File: src/hw/rtl/pra_pkg.sv
// ----------------------------------------------------------------------------
// Page allocator package
// Shared types and fixed field widths of the reference counting page
// allocator.
// ----------------------------------------------------------------------------
package pra_pkg;

  // Fixed widths of the transaction fields.
  localparam int unsigned ADDR_W     = 32;
  localparam int unsigned OPCODE_W   = 2;
  localparam int unsigned STATUS_W   = 3;
  localparam int unsigned REF_OUT_W  = 8;
  localparam int unsigned CFG_IDX_W  = 1;
  localparam int unsigned CFG_DATA_W = 32;

  // Configuration register indexes.
  localparam logic [CFG_IDX_W-1:0] CFG_REGION_START = 1'b0;
  localparam logic [CFG_IDX_W-1:0] CFG_REGION_END   = 1'b1;

  typedef enum logic [OPCODE_W-1:0] {
    OP_INIT  = 2'd0,
    OP_ALLOC = 2'd1,
    OP_FREE  = 2'd2,
    OP_GET   = 2'd3
  } opcode_e;

  typedef enum logic [STATUS_W-1:0] {
    ST_OK        = 3'd0,
    ST_BADADDR   = 3'd1,
    ST_FREEUNREF = 3'd2,
    ST_GETFREE   = 3'd3,
    ST_OOM       = 3'd4,
    ST_SAT       = 3'd5
  } status_e;

  typedef enum logic [2:0] {
    S_IDLE,
    S_EXEC,
    S_INIT_BASE,
    S_INIT_SIZE,
    S_INIT_FILL,
    S_INIT_DONE
  } state_e;

endpackage

File: src/hw/rtl/pra_if.sv
// ----------------------------------------------------------------------------
// Page allocator channels
// Valid/ready channels for the command and response transactions.
// ----------------------------------------------------------------------------
interface pra_in_if;
  logic                          valid;
  logic                          ready;
  logic [pra_pkg::OPCODE_W-1:0]  opcode;
  logic [pra_pkg::ADDR_W-1:0]    address;

  modport source (output valid, output opcode, output address, input ready);
  modport sink   (input valid, input opcode, input address, output ready);
endinterface

interface pra_out_if;
  logic                          valid;
  logic                          ready;
  logic [pra_pkg::STATUS_W-1:0]  status;
  logic [pra_pkg::ADDR_W-1:0]    page_address;
  logic [pra_pkg::REF_OUT_W-1:0] ref_after;

  modport source (output valid, output status, output page_address, output ref_after,
                  input ready);
  modport sink   (input valid, input status, input page_address, input ref_after,
                  output ready);
endinterface

File: src/hw/rtl/pra_ctrl.sv
// ----------------------------------------------------------------------------
// Page allocator controller
// Sequencer that checks commands, reads the stack and count memories,
// modifies and writes them back, and runs the init fill sweep.
// ----------------------------------------------------------------------------
module pra_ctrl #(
  parameter int unsigned MAX_PAGES  = 32768,
  parameter int unsigned PAGE_BYTES = 4096,
  parameter int unsigned REF_BITS   = 8,
  localparam int unsigned IDX_W     = (MAX_PAGES > 1) ? $clog2(MAX_PAGES) : 1
) (
  input  logic                        clk_i,
  input  logic                        rst_ni,
  input  logic [pra_pkg::ADDR_W-1:0]  region_start_i,
  input  logic [pra_pkg::ADDR_W-1:0]  region_end_i,
  pra_in_if.sink                      in_i,
  pra_out_if.source                   out_o,
  // Free stack memory.
  output logic                        stk_we_o,
  output logic [IDX_W-1:0]            stk_waddr_o,
  output logic [IDX_W-1:0]            stk_wdata_o,
  output logic                        stk_re_o,
  output logic [IDX_W-1:0]            stk_raddr_o,
  input  logic [IDX_W-1:0]            stk_rdata_i,
  // Reference count memory.
  output logic                        ref_we_o,
  output logic [IDX_W-1:0]            ref_waddr_o,
  output logic [REF_BITS-1:0]         ref_wdata_o,
  output logic                        ref_re_o,
  output logic [IDX_W-1:0]            ref_raddr_o,
  input  logic [REF_BITS-1:0]         ref_rdata_i
);
  import pra_pkg::*;

  localparam int unsigned PAGE_SHIFT = $clog2(PAGE_BYTES);
  localparam int unsigned CNT_W      = $clog2(MAX_PAGES + 1);
  localparam int unsigned PG_W       = ADDR_W - PAGE_SHIFT;
  localparam int unsigned CMP_W      = (PG_W > CNT_W) ? PG_W : CNT_W;
  localparam logic [REF_BITS-1:0] REF_MAX = {REF_BITS{1'b1}};
  localparam logic [REF_BITS-1:0] REF_ONE = REF_BITS'(1);
  localparam logic [CNT_W-1:0]    CNT_MAX = CNT_W'(MAX_PAGES);

  state_e                   state_q, state_d;
  opcode_e                  op_q, op_d;
  logic                     bad_q, bad_d;
  logic                     oom_q, oom_d;
  logic [IDX_W-1:0]         idx_q, idx_d;
  logic [CNT_W-1:0]         fc_q, fc_d;
  logic [CNT_W-1:0]         cursor_q, cursor_d;
  logic [ADDR_W-1:0]        base_q, base_d;
  logic                     base_ok_q, base_ok_d;
  logic [CNT_W-1:0]         pages_q, pages_d;
  logic                     out_valid_q, out_valid_d;
  status_e                  out_status_q, out_status_d;
  logic [ADDR_W-1:0]        out_paddr_q, out_paddr_d;
  logic [REF_OUT_W-1:0]     out_ref_q, out_ref_d;

  logic                     accept;
  logic                     slot_free;
  logic                     exec_fire;
  logic                     done_fire;
  logic                     fill_end;
  opcode_e                  in_op;
  logic                     aligned;
  logic                     above_base;
  logic [ADDR_W-1:0]        offset;
  logic [PG_W-1:0]          pg;
  logic                     in_window;
  logic                     addr_bad;
  logic [ADDR_W:0]          start_round;
  logic [PG_W-1:0]          raw_pages;
  logic [REF_BITS-1:0]      cnt_dec;
  logic [REF_BITS-1:0]      cnt_inc;

  // Handshake and command decode.
  assign in_op     = opcode_e'(in_i.opcode);
  assign accept    = in_i.valid && in_i.ready;
  assign slot_free = !out_valid_q || out_o.ready;
  assign exec_fire = (state_q == S_EXEC) && slot_free;
  assign done_fire = (state_q == S_INIT_DONE) && slot_free;
  assign fill_end  = (cursor_q == pages_q);

  // Page address check against the window latched at the last init.
  assign aligned    = (in_i.address[PAGE_SHIFT-1:0] == '0);
  assign above_base = (in_i.address >= base_q);
  assign offset     = in_i.address - base_q;
  assign pg         = offset[ADDR_W-1:PAGE_SHIFT];
  assign in_window  = (CMP_W'(pg) < CMP_W'(pages_q));
  assign addr_bad   = !(aligned && above_base && in_window);

  // Window size arithmetic for init.
  assign start_round = {1'b0, region_start_i} + (ADDR_W + 1)'(PAGE_BYTES - 1);
  assign raw_pages   = PG_W'((region_end_i - base_q) >> PAGE_SHIFT);

  assign cnt_dec = ref_rdata_i - REF_ONE;
  assign cnt_inc = ref_rdata_i + REF_ONE;

  // Next state.
  always_comb begin
    state_d = state_q;
    case (state_q)
      S_IDLE: begin
        if (accept) begin
          state_d = (in_op == OP_INIT) ? S_INIT_BASE : S_EXEC;
        end
      end
      S_EXEC: begin
        if (exec_fire) begin
          state_d = S_IDLE;
        end
      end
      S_INIT_BASE: state_d = S_INIT_SIZE;
      S_INIT_SIZE: state_d = S_INIT_FILL;
      S_INIT_FILL: begin
        if (fill_end) begin
          state_d = S_INIT_DONE;
        end
      end
      S_INIT_DONE: begin
        if (done_fire) begin
          state_d = S_IDLE;
        end
      end
      default: state_d = S_IDLE;
    endcase
  end

  // Memory accesses, window registers and results.
  always_comb begin
    in_i.ready   = (state_q == S_IDLE);
    op_d         = op_q;
    bad_d        = bad_q;
    oom_d        = oom_q;
    idx_d        = idx_q;
    fc_d         = fc_q;
    cursor_d     = cursor_q;
    base_d       = base_q;
    base_ok_d    = base_ok_q;
    pages_d      = pages_q;
    out_valid_d  = out_valid_q && !out_o.ready;
    out_status_d = out_status_q;
    out_paddr_d  = out_paddr_q;
    out_ref_d    = out_ref_q;
    stk_we_o     = 1'b0;
    stk_waddr_o  = IDX_W'(fc_q);
    stk_wdata_o  = idx_q;
    stk_re_o     = 1'b0;
    stk_raddr_o  = IDX_W'(fc_q - 1'b1);
    ref_we_o     = 1'b0;
    ref_waddr_o  = idx_q;
    ref_wdata_o  = '0;
    ref_re_o     = 1'b0;
    ref_raddr_o  = IDX_W'(pg);

    case (state_q)
      // Capture the command and start the memory read.
      S_IDLE: begin
        if (accept) begin
          op_d     = in_op;
          bad_d    = addr_bad;
          oom_d    = (fc_q == '0);
          idx_d    = IDX_W'(pg);
          stk_re_o = (in_op == OP_ALLOC);
          ref_re_o = ((in_op == OP_FREE) || (in_op == OP_GET)) && !addr_bad;
        end
      end
      // Read data is here: modify, write back and post the result.
      S_EXEC: begin
        if (exec_fire) begin
          out_valid_d  = 1'b1;
          out_status_d = ST_OK;
          out_paddr_d  = '0;
          out_ref_d    = '0;
          case (op_q)
            OP_ALLOC: begin
              if (oom_q) begin
                out_status_d = ST_OOM;
              end else begin
                fc_d        = fc_q - 1'b1;
                ref_we_o    = 1'b1;
                ref_waddr_o = stk_rdata_i;
                ref_wdata_o = REF_ONE;
                out_ref_d   = REF_OUT_W'(REF_ONE);
                out_paddr_d = base_q + (ADDR_W'(stk_rdata_i) << PAGE_SHIFT);
              end
            end
            OP_FREE: begin
              if (bad_q) begin
                out_status_d = ST_BADADDR;
              end else if (ref_rdata_i == '0) begin
                out_status_d = ST_FREEUNREF;
              end else begin
                ref_we_o    = 1'b1;
                ref_wdata_o = cnt_dec;
                out_ref_d   = REF_OUT_W'(cnt_dec);
                if ((cnt_dec == '0) && (fc_q < CNT_MAX)) begin
                  stk_we_o = 1'b1;
                  fc_d     = fc_q + 1'b1;
                end
              end
            end
            OP_GET: begin
              if (bad_q) begin
                out_status_d = ST_BADADDR;
              end else if (ref_rdata_i == '0) begin
                out_status_d = ST_GETFREE;
              end else if (ref_rdata_i == REF_MAX) begin
                out_status_d = ST_SAT;
                out_ref_d    = REF_OUT_W'(ref_rdata_i);
              end else begin
                ref_we_o    = 1'b1;
                ref_wdata_o = cnt_inc;
                out_ref_d   = REF_OUT_W'(cnt_inc);
              end
            end
            default: begin
              out_status_d = ST_OK;
            end
          endcase
        end
      end
      // Round the start address up to a page.
      S_INIT_BASE: begin
        base_d    = {start_round[ADDR_W-1:PAGE_SHIFT], {PAGE_SHIFT{1'b0}}};
        base_ok_d = !start_round[ADDR_W];
      end
      // Count whole pages and cut to the memory depth.
      S_INIT_SIZE: begin
        cursor_d = '0;
        if (!base_ok_q || (region_end_i <= base_q)) begin
          pages_d = '0;
        end else if (CMP_W'(raw_pages) > CMP_W'(CNT_MAX)) begin
          pages_d = CNT_MAX;
        end else begin
          pages_d = CNT_W'(raw_pages);
        end
      end
      // Clear one count and push one page per cycle, lowest first.
      S_INIT_FILL: begin
        if (!fill_end) begin
          stk_we_o    = 1'b1;
          stk_waddr_o = IDX_W'(cursor_q);
          stk_wdata_o = IDX_W'(cursor_q);
          ref_we_o    = 1'b1;
          ref_waddr_o = IDX_W'(cursor_q);
          ref_wdata_o = '0;
          cursor_d    = cursor_q + 1'b1;
        end
      end
      S_INIT_DONE: begin
        if (done_fire) begin
          fc_d         = pages_q;
          out_valid_d  = 1'b1;
          out_status_d = ST_OK;
          out_paddr_d  = '0;
          out_ref_d    = '0;
        end
      end
      default: begin
        out_valid_d = out_valid_q && !out_o.ready;
      end
    endcase
  end

  // Control registers.
  always_ff @(posedge clk_i or negedge rst_ni) begin
    if (!rst_ni) begin
      state_q     <= S_IDLE;
      fc_q        <= '0;
      cursor_q    <= '0;
      base_q      <= '0;
      base_ok_q   <= 1'b1;
      pages_q     <= '0;
      out_valid_q <= 1'b0;
    end else begin
      state_q     <= state_d;
      fc_q        <= fc_d;
      cursor_q    <= cursor_d;
      base_q      <= base_d;
      base_ok_q   <= base_ok_d;
      pages_q     <= pages_d;
      out_valid_q <= out_valid_d;
    end
  end

  // Payload registers.
  always_ff @(posedge clk_i) begin
    op_q         <= op_d;
    bad_q        <= bad_d;
    oom_q        <= oom_d;
    idx_q        <= idx_d;
    out_status_q <= out_status_d;
    out_paddr_q  <= out_paddr_d;
    out_ref_q    <= out_ref_d;
  end

  assign out_o.valid        = out_valid_q;
  assign out_o.status       = out_status_q;
  assign out_o.page_address = out_paddr_q;
  assign out_o.ref_after    = out_ref_q;

endmodule

File: src/flat_wrapper.sv
// flat-port wrapper written by rule: the top's interface ports become plain ports
module pra_ctrl_flat import pra_pkg::*;
#(
  parameter int unsigned MAX_PAGES  = 32768,
  parameter int unsigned PAGE_BYTES = 4096,
  parameter int unsigned REF_BITS   = 8,
  localparam int unsigned IDX_W     = (MAX_PAGES > 1) ? $clog2(MAX_PAGES) : 1
)
  (clk_i, rst_ni, region_start_i, region_end_i, stk_we_o, stk_waddr_o, stk_wdata_o, stk_re_o, stk_raddr_o, stk_rdata_i, ref_we_o, ref_waddr_o, ref_wdata_o, ref_re_o, ref_raddr_o, ref_rdata_i, in_i_valid, in_i_opcode, in_i_address, in_i_ready, out_o_valid, out_o_status, out_o_page_address, out_o_ref_after, out_o_ready);
  pra_in_if in_i_i ();
  pra_out_if out_o_i ();
  input  logic clk_i;
  input  logic rst_ni;
  input  logic [pra_pkg::ADDR_W-1:0] region_start_i;
  input  logic [pra_pkg::ADDR_W-1:0] region_end_i;
  output logic stk_we_o;
  output logic [IDX_W-1:0] stk_waddr_o;
  output logic [IDX_W-1:0] stk_wdata_o;
  output logic stk_re_o;
  output logic [IDX_W-1:0] stk_raddr_o;
  input  logic [IDX_W-1:0] stk_rdata_i;
  output logic ref_we_o;
  output logic [IDX_W-1:0] ref_waddr_o;
  output logic [REF_BITS-1:0] ref_wdata_o;
  output logic ref_re_o;
  output logic [IDX_W-1:0] ref_raddr_o;
  input  logic [REF_BITS-1:0] ref_rdata_i;
  input wire logic [$bits(in_i_i.valid)-1:0] in_i_valid;
  input wire logic [$bits(in_i_i.opcode)-1:0] in_i_opcode;
  input wire logic [$bits(in_i_i.address)-1:0] in_i_address;
  output wire logic [$bits(in_i_i.ready)-1:0] in_i_ready;
  output wire logic [$bits(out_o_i.valid)-1:0] out_o_valid;
  output wire logic [$bits(out_o_i.status)-1:0] out_o_status;
  output wire logic [$bits(out_o_i.page_address)-1:0] out_o_page_address;
  output wire logic [$bits(out_o_i.ref_after)-1:0] out_o_ref_after;
  input wire logic [$bits(out_o_i.ready)-1:0] out_o_ready;
  assign in_i_i.valid = in_i_valid;
  assign in_i_i.opcode = in_i_opcode;
  assign in_i_i.address = in_i_address;
  assign in_i_ready = in_i_i.ready;
  assign out_o_valid = out_o_i.valid;
  assign out_o_status = out_o_i.status;
  assign out_o_page_address = out_o_i.page_address;
  assign out_o_ref_after = out_o_i.ref_after;
  assign out_o_i.ready = out_o_ready;
  pra_ctrl #(.MAX_PAGES(MAX_PAGES), .PAGE_BYTES(PAGE_BYTES), .REF_BITS(REF_BITS)) u_core (.clk_i(clk_i), .rst_ni(rst_ni), .region_start_i(region_start_i), .region_end_i(region_end_i), .in_i(in_i_i), .out_o(out_o_i), .stk_we_o(stk_we_o), .stk_waddr_o(stk_waddr_o), .stk_wdata_o(stk_wdata_o), .stk_re_o(stk_re_o), .stk_raddr_o(stk_raddr_o), .stk_rdata_i(stk_rdata_i), .ref_we_o(ref_we_o), .ref_waddr_o(ref_waddr_o), .ref_wdata_o(ref_wdata_o), .ref_re_o(ref_re_o), .ref_raddr_o(ref_raddr_o), .ref_rdata_i(ref_rdata_i));
endmodule
File: config.mk
export PLATFORM = sky130hd
export DESIGN_NAME = pra_ctrl_flat
export DESIGN_NICKNAME = d
export VERILOG_FILES = /design/src/hw/rtl/pra_pkg.sv /design/src/hw/rtl/pra_if.sv /design/src/hw/rtl/pra_ctrl.sv /design/src/flat_wrapper.sv
export SDC_FILE = /design/constraint.sdc
export NUM_CORES = 1
export LEC_CHECK = 0
export BUFFER_PORTS_ARGS = -buffer_cell sky130_fd_sc_hd__buf_2
export CORE_MARGIN = 2
export CORE_UTILIZATION = 48
export CTS_CLUSTER_DIAMETER = 30
export DETAILED_ROUTE_END_ITERATION = 10
export PLACE_DENSITY = 0.73
export SLEW_MARGIN = 20
export SYNTH_ARGS = -nofsm -noshare
export SYNTH_HDL_FRONTEND = slang
export SYNTH_SLANG_ARGS = --single-unit
File: constraint.sdc
create_clock -name clk_i -period 4.82 [get_ports clk_i]
set_clock_uncertainty 0.15 [all_clocks]
set_input_delay 0 -clock clk_i [delete_from_list [all_inputs] [get_ports clk_i]]
set_output_delay 0 -clock clk_i [all_outputs]
set_load 0.02 [all_outputs]
* After elaboration in Yosys (flattened, before gate mapping)
Index checks and enable logic that the tools add are counted.
** Storage, ports and cells
- Register bits after elaboration :: 135
- Bits of input ports :: 125
- Output and inout bits :: 132
- Logic and storage cells :: 159
** Cells by class
- Add/sub/neg operators :: 9
- $lt $le $gt $ge :: 5
- Eq/ne operators :: 23
- Mux-type cells :: 79
- Reduce and logical (&&, ||, !) cells :: 29
** Operators by type and width (number)
- two-way mux 16 bit :: 9
- two-way mux 32 bit :: 4
- two-way mux 15 bit :: 7
- two-way mux 8 bit :: 12
- case mux 16 bit (2 select lines) :: 3
- case mux 32 bit (2 select lines) :: 1
- subtractor 32 bit :: 2
- case mux 8 bit (3 select lines) :: 2
- adder 32 x 12 -> 33 bit (second input constant) :: 1
- adder 16 x 1 -> 16 bit (second input constant) :: 2
- adder 32 x 27 -> 32 bit :: 1
- >= comparator 32 bit :: 1
- less-or-equal comparator 32 bit :: 1
- two-way mux 3 bit :: 10
- case mux 15 bit (2 select lines) :: 1
- > comparator 20 x 16 -> 1 bit (second input constant) :: 1
- less-than comparator 20 x 16 -> 1 bit :: 1
- two-way mux 1 bit :: 20
- case mux 3 bit (6 select lines) :: 1
- == test 16 bit :: 1
- zero test 16 bit :: 1
- zero test 8 bit :: 2
- less-than comparator 16 bit (second input constant) :: 1
- case mux 8 bit (2 select lines) :: 1
- 28 further kinds :: 59

* Longest topological paths before layout
- Word-level depth :: 9
- Depth in mapped cells :: 18
- Depth with buffers taken out :: 18

* Least setup slack after synthesis
OpenSTA, ideal clock, no wires.
- Kind :: register to output
- Start point :: register u_core.base_q[13]
- End point :: output ref_re_o
- Data arrival time :: 4.217 ns
- Required time :: 4.670 ns
- Slack :: 0.453 ns
- Cell stages (with the launch flop) :: 17
- Buffers on the path :: 0
- Path through :: dfrtp_1 inv_1 ha_1 nor2b_1 o31a_1 o31a_1 o211ai_1 a21bo_2 a21boi_0 mux2i_1 a211o_1 ha_1 a2111oi_0 nand4_1 nor4_1 o211ai_1 nor4_1
** Between the ends
- Word-level cells in the longest chain between the ends :: 6
- Elaborated cells on any way between the ends :: 8
- Those cells by class :: add/sub: 1; order compare: 2; mux: 2; reduce/logical: 3
** Ends and longest elaborated chain
- start, declared :: RTL line pra_ctrl.sv:50 : logic [ADDR_W-1:0] base_q, base_d;
- start signal, assigned :: RTL line pra_ctrl.sv:279 : base_q <= base_d;
- subtractor 32 bit or >= comparator 32 bit (tied branches) :: RTL line pra_ctrl.sv:86, pra_ctrl.sv:85
- less-than comparator 20 x 16 -> 1 bit or logical AND 1 bit (tied branches) :: RTL line pra_ctrl.sv:88, pra_ctrl.sv:89
- logical AND 1 bit (*) :: RTL line pra_ctrl.sv:89 : assign addr_bad = !(aligned && above_base && in_window);
- logical AND 1 bit (*) :: RTL line pra_ctrl.sv:164 : ref_re_o = ((in_op == OP_FREE) || (in_op == OP_GET)) && !addr_bad;
- two-way mux 1 bit (*) :: RTL line pra_ctrl.sv:158 : if (accept) begin
- two-way mux 1 bit (*) :: RTL line pra_ctrl.sv:155 : case (state_q)
- end, declared :: RTL line flat_wrapper.sv:25 : output logic ref_re_o;
Every way passes the cells marked *; elsewhere a longest branch is shown, timed or not.

* Final worst setup path
Ends and elaborated chain as after synthesis.

==> results.sh <==
export IMPL_drive_gt1_share_pct=21.3
export IMPL_synthesis_area_um2=10700
export IMPL_grt_util_all_layers_pct=33.1
export IMPL_die_y_um=153
export IMPL_hold_viol=0
export IMPL_synthTopCellsByCount="nor2_1 (126), nand2_1 (97), inv_1 (93), ha_1 (83), o21ai_0 (73)"
export IMPL_initial_core_util_pct=49.0
export IMPL_finalSetupViolCount=0
export IMPL_r2r_end="u_core.bad_q$_DFFE_PP_"
export IMPL_fmax_mhz=215
export IMPL_status="complete, no violations"
export IMPL_cts_max_level=4
export IMPL_place_area_um2=12100
export IMPL_grt_ovfl_total=0
export IMPL_tightestPinTransition_ns=1.02
export IMPL_synth_top_area_cell="dfrtp_1"
export IMPL_synth_cell_type_count=82
export IMPL_viasPerCell=6.06
export IMPL_final_area_um2=13200
export IMPL_drcViolationCount=0
export IMPL_cp_end_kind="output port"
export IMPL_worst_r2r_path_depth=16
export IMPL_hold_path_class="primary input to flip-flop"
export IMPL_pwr_density_cell_nw_per_um2=688
export IMPL_power_leakage_nw=6.08
export IMPL_io_buffers=244
export IMPL_regToRegStartpoint="u_core.base_q[13]$_DFFE_PN0P_"
export IMPL_cts_root_buf="clkbuf_16"
export IMPL_drtPass1Iterations=5
export IMPL_ios=257
export IMPL_globalplace_congestion=1.01
export IMPL_synthArstFlopShare_pct=59.3
export IMPL_cts_tree="yes"
export IMPL_fin_tns_setup_ns=0
export IMPL_crit_fanout=4
export IMPL_cts_buffer_depth=2
export IMPL_dieArea_um2=23500
export IMPL_ff2ff_setup_slack_ns=0.50
export IMPL_clkLatencyLatePin_ns=0.43
export IMPL_cts_sinks=123
export IMPL_cp_cell_sequence="inv_1 -> ha_1 -> nor2b_1 -> o31a_1 -> o31a_1 -> o211ai_1 -> a21bo_2 -> a21boi_1 -> mux2i_1 -> a211o_1 -> ha_4 -> a2111oi_2 -> nand4_1 -> nor4_1 -> o211ai_1 -> nor4_1 -> buf_2"
export IMPL_slew_violations=0
export IMPL_die_w_um=153
export IMPL_critical_path_required_ns=4.67
export IMPL_min_to="u_core.bad_q$_DFFE_PP_"
export IMPL_num_vias=11200
export IMPL_holdPathStages=6
export IMPL_rsz0062_at_grt="false"
export IMPL_synth_ff_latch_count=123
export IMPL_ir_worst_vdd_mv=0.390
export IMPL_grt_pass1_wl_um=60400
export IMPL_hold_start="in_i_address[4]"
export IMPL_synth_top_cell_area_share_pct=16.8
export IMPL_synth_area_top_cells="dfrtp_1 (17%), edfxtp_1 (14%), ha_1 (9.7%)"
export IMPL_worst_path_largest_cell_delay_ns=0.37
export IMPL_wire_per_inst_um=21.6
export IMPL_antenna_found_initial=0
export IMPL_crit_slowest_cell="dfrtp_1"
export IMPL_min_period_ns=4.66
export IMPL_met1_length_um=16400
export IMPL_syn_area_per_cell_um2=8.42
export IMPL_synthCells=1271
export IMPL_rows=54
export IMPL_grt_start_max_net_pins=59
export IMPL_maxSlewHeadroom_pct=31.7
export IMPL_post_dp_hpwl_um=31800
export IMPL_synth_main_ff_cell="dfrtp_1"
export IMPL_highest_layer="met4"
export IMPL_path_class="flip-flop to output port"
export IMPL_grt_pass1_vias=10500
export IMPL_ant_nets=0
export IMPL_clkTransAtPathRegs_ns=0.06
export IMPL_numCtsBuffers=17
export IMPL_area_delta_synth_final_pct=23.7
export IMPL_core_um2=21800
export IMPL_post_synth_top_count_cell="nor2_1"
export IMPL_cp_arrival_ns=4.51
export IMPL_crit_path_start_kind="flip-flop"
export IMPL_yosysWarningCount=0
export IMPL_dr_wl_met3_um=3340
export IMPL_synth_edf_count=50
export IMPL_drt_first_iter_violations=1007
export IMPL_diodes=0
export IMPL_ys_seq_area_share_pct=31.1
export IMPL_maxCapViolCount=0
export IMPL_wl_um=39700
export IMPL_fin_nets=1760
export IMPL_fin_crit_sh_pct=96.6
export IMPL_wl_met2_um=18400
## registers in the layout, indices dropped and copies added, names as in the netlist, 2 cells and up
signal and count:
u_core.base_q 20, u_core.out_o.page_address 20, u_core.cursor_q 16, u_core.fc_q 16
u_core.pages_q 16, u_core.idx_q 15, u_core.out_o.ref_after 8, u_core.out_o.status 3
u_core.state_q 3, u_core.op_q 2
## repair_timing
item | in CTS | in global routing
hold buffers | 47 | 0
setup endpoints to repair | 1 | 1
gates resized for setup | 3 | 4
setup buffers | 9 | 1
pin swaps | 2 | 3
endpoints found under the hold margin | 68 | 0
## where the power goes
part           internal [mW]  switching, mW  total (mW)  leakage, nW
logic                   2.16           3.72        5.88         4.40
clock network          0.691          0.511        1.20        0.262
registers               1.57          0.449        2.02         1.41
total                   4.42           4.68        9.10         6.08
## stage by stage
step           hold WS (ns)  std cells  setup WS (ns)  util (%)  power, mW
2_1_floorplan        -0.446       1282          0.453         -       5.76
3_3_place_gp         0.0268       1753          0.248      55.5       7.56
3_5_place_dp         0.0323       1753          0.223      55.5       7.59
4_1_cts           0.0000139       1841         0.0727      60.5       8.94
5_1_grt              0.0344       1842         0.0320      60.6       9.66
6_report            0.00949       1842          0.163      60.6       9.10
## routing by layer
metal	vias up	track usage (%)
li1	5170	-
met1	5345	43.6
met2	555	54.2
met3	87	5.67
met4	0	13.7
met5	-	0
## worst max-delay path: cells and delay by family (launching register included)
kind	cells	cell delay, ns
compound gates	8	1.93
mux	1	0.13
fa+ha+maj	2	0.53
flops	1	0.37
simple gates	4	0.82
buf+inv	2	0.30
## layout by cell type (no fill, tap or decap), types with 18 or more instances in the layout
| cell type | synthesis | routed |
|---|---|---|
| xnor2_1 | 49 | 49 |
| nor2_1 | 126 | 126 |
| a21oi_1 | 68 | 68 |
| nand4_1 | 18 | 18 |
| clkbuf_16 | 0 | 18 |
| buf_4 | 13 | 24 |
| a21o_1 | 46 | 46 |
| dlygate4sd3_1 | 0 | 47 |
| inv_1 | 93 | 93 |
| o21ai_0 | 73 | 72 |
| ha_1 | 83 | 80 |
| nand2_1 | 97 | 97 |
| nor3_1 | 36 | 35 |
| nor4_1 | 26 | 26 |
| edfxtp_1 | 50 | 50 |
| buf_2 | 7 | 244 |
| nand3_1 | 52 | 51 |
| xor2_1 | 52 | 52 |
| dfrtp_1 | 72 | 72 |
## worst max path at each step
| stage | depth (start not counted) | endpoint | from |
|---|---|---|---|
| 6_report | 17 | ref_re_o | u_core.base_q[13]$_DFFE_PN0P_ |
| 5_1_grt | 17 | ref_re_o | u_core.base_q[13]$_DFFE_PN0P_ |
| 4_1_cts | 17 | ref_re_o | u_core.base_q[18]$_DFFE_PN0P_ |
| 3_5_place_dp | 16 | u_core.bad_q$_DFFE_PP_ | u_core.base_q[20]$_DFFE_PN0P_ |
| 3_3_place_gp | 16 | u_core.bad_q$_DFFE_PP_ | u_core.base_q[13]$_DFFE_PN0P_ |
| 2_1_floorplan | 16 | ref_re_o | u_core.base_q[13]$_DFFE_PN0P_ |
## cell type report
type / instances / area [um2]
Fill cell: 1952 / 8590
Tap cell: 280 / 350
Clock buffer: 20 / 458
Multi-Input combinational cell: 999 / 6780
Sequential cell: 123 / 3330
Inverter: 93 / 349
Clock inverter: 12 / 91.3
Timing Repair Buffer: 315 / 1870
## cells by family (layout without fill, tap and decap cells)
| group | Yosys count | after routing | share of synthesized area [%] |
|---|---|---|---|
| buffers and inverters | 160 | 440 | 6.23 |
| XOR/XNOR | 101 | 101 | 8.27 |
| other | 1 | 12 | 0.0351 |
| AO/OA/AOI/OAI | 344 | 344 | 22.6 |
| AND/OR/NAND/NOR | 452 | 452 | 21.1 |
| flip-flops | 123 | 123 | 31.1 |
| adder cells (fa/ha/maj) | 86 | 86 | 10.3 |
| multiplexers | 4 | 4 | 0.386 |
No activity file was read; power rests on OpenSTA's default activity.
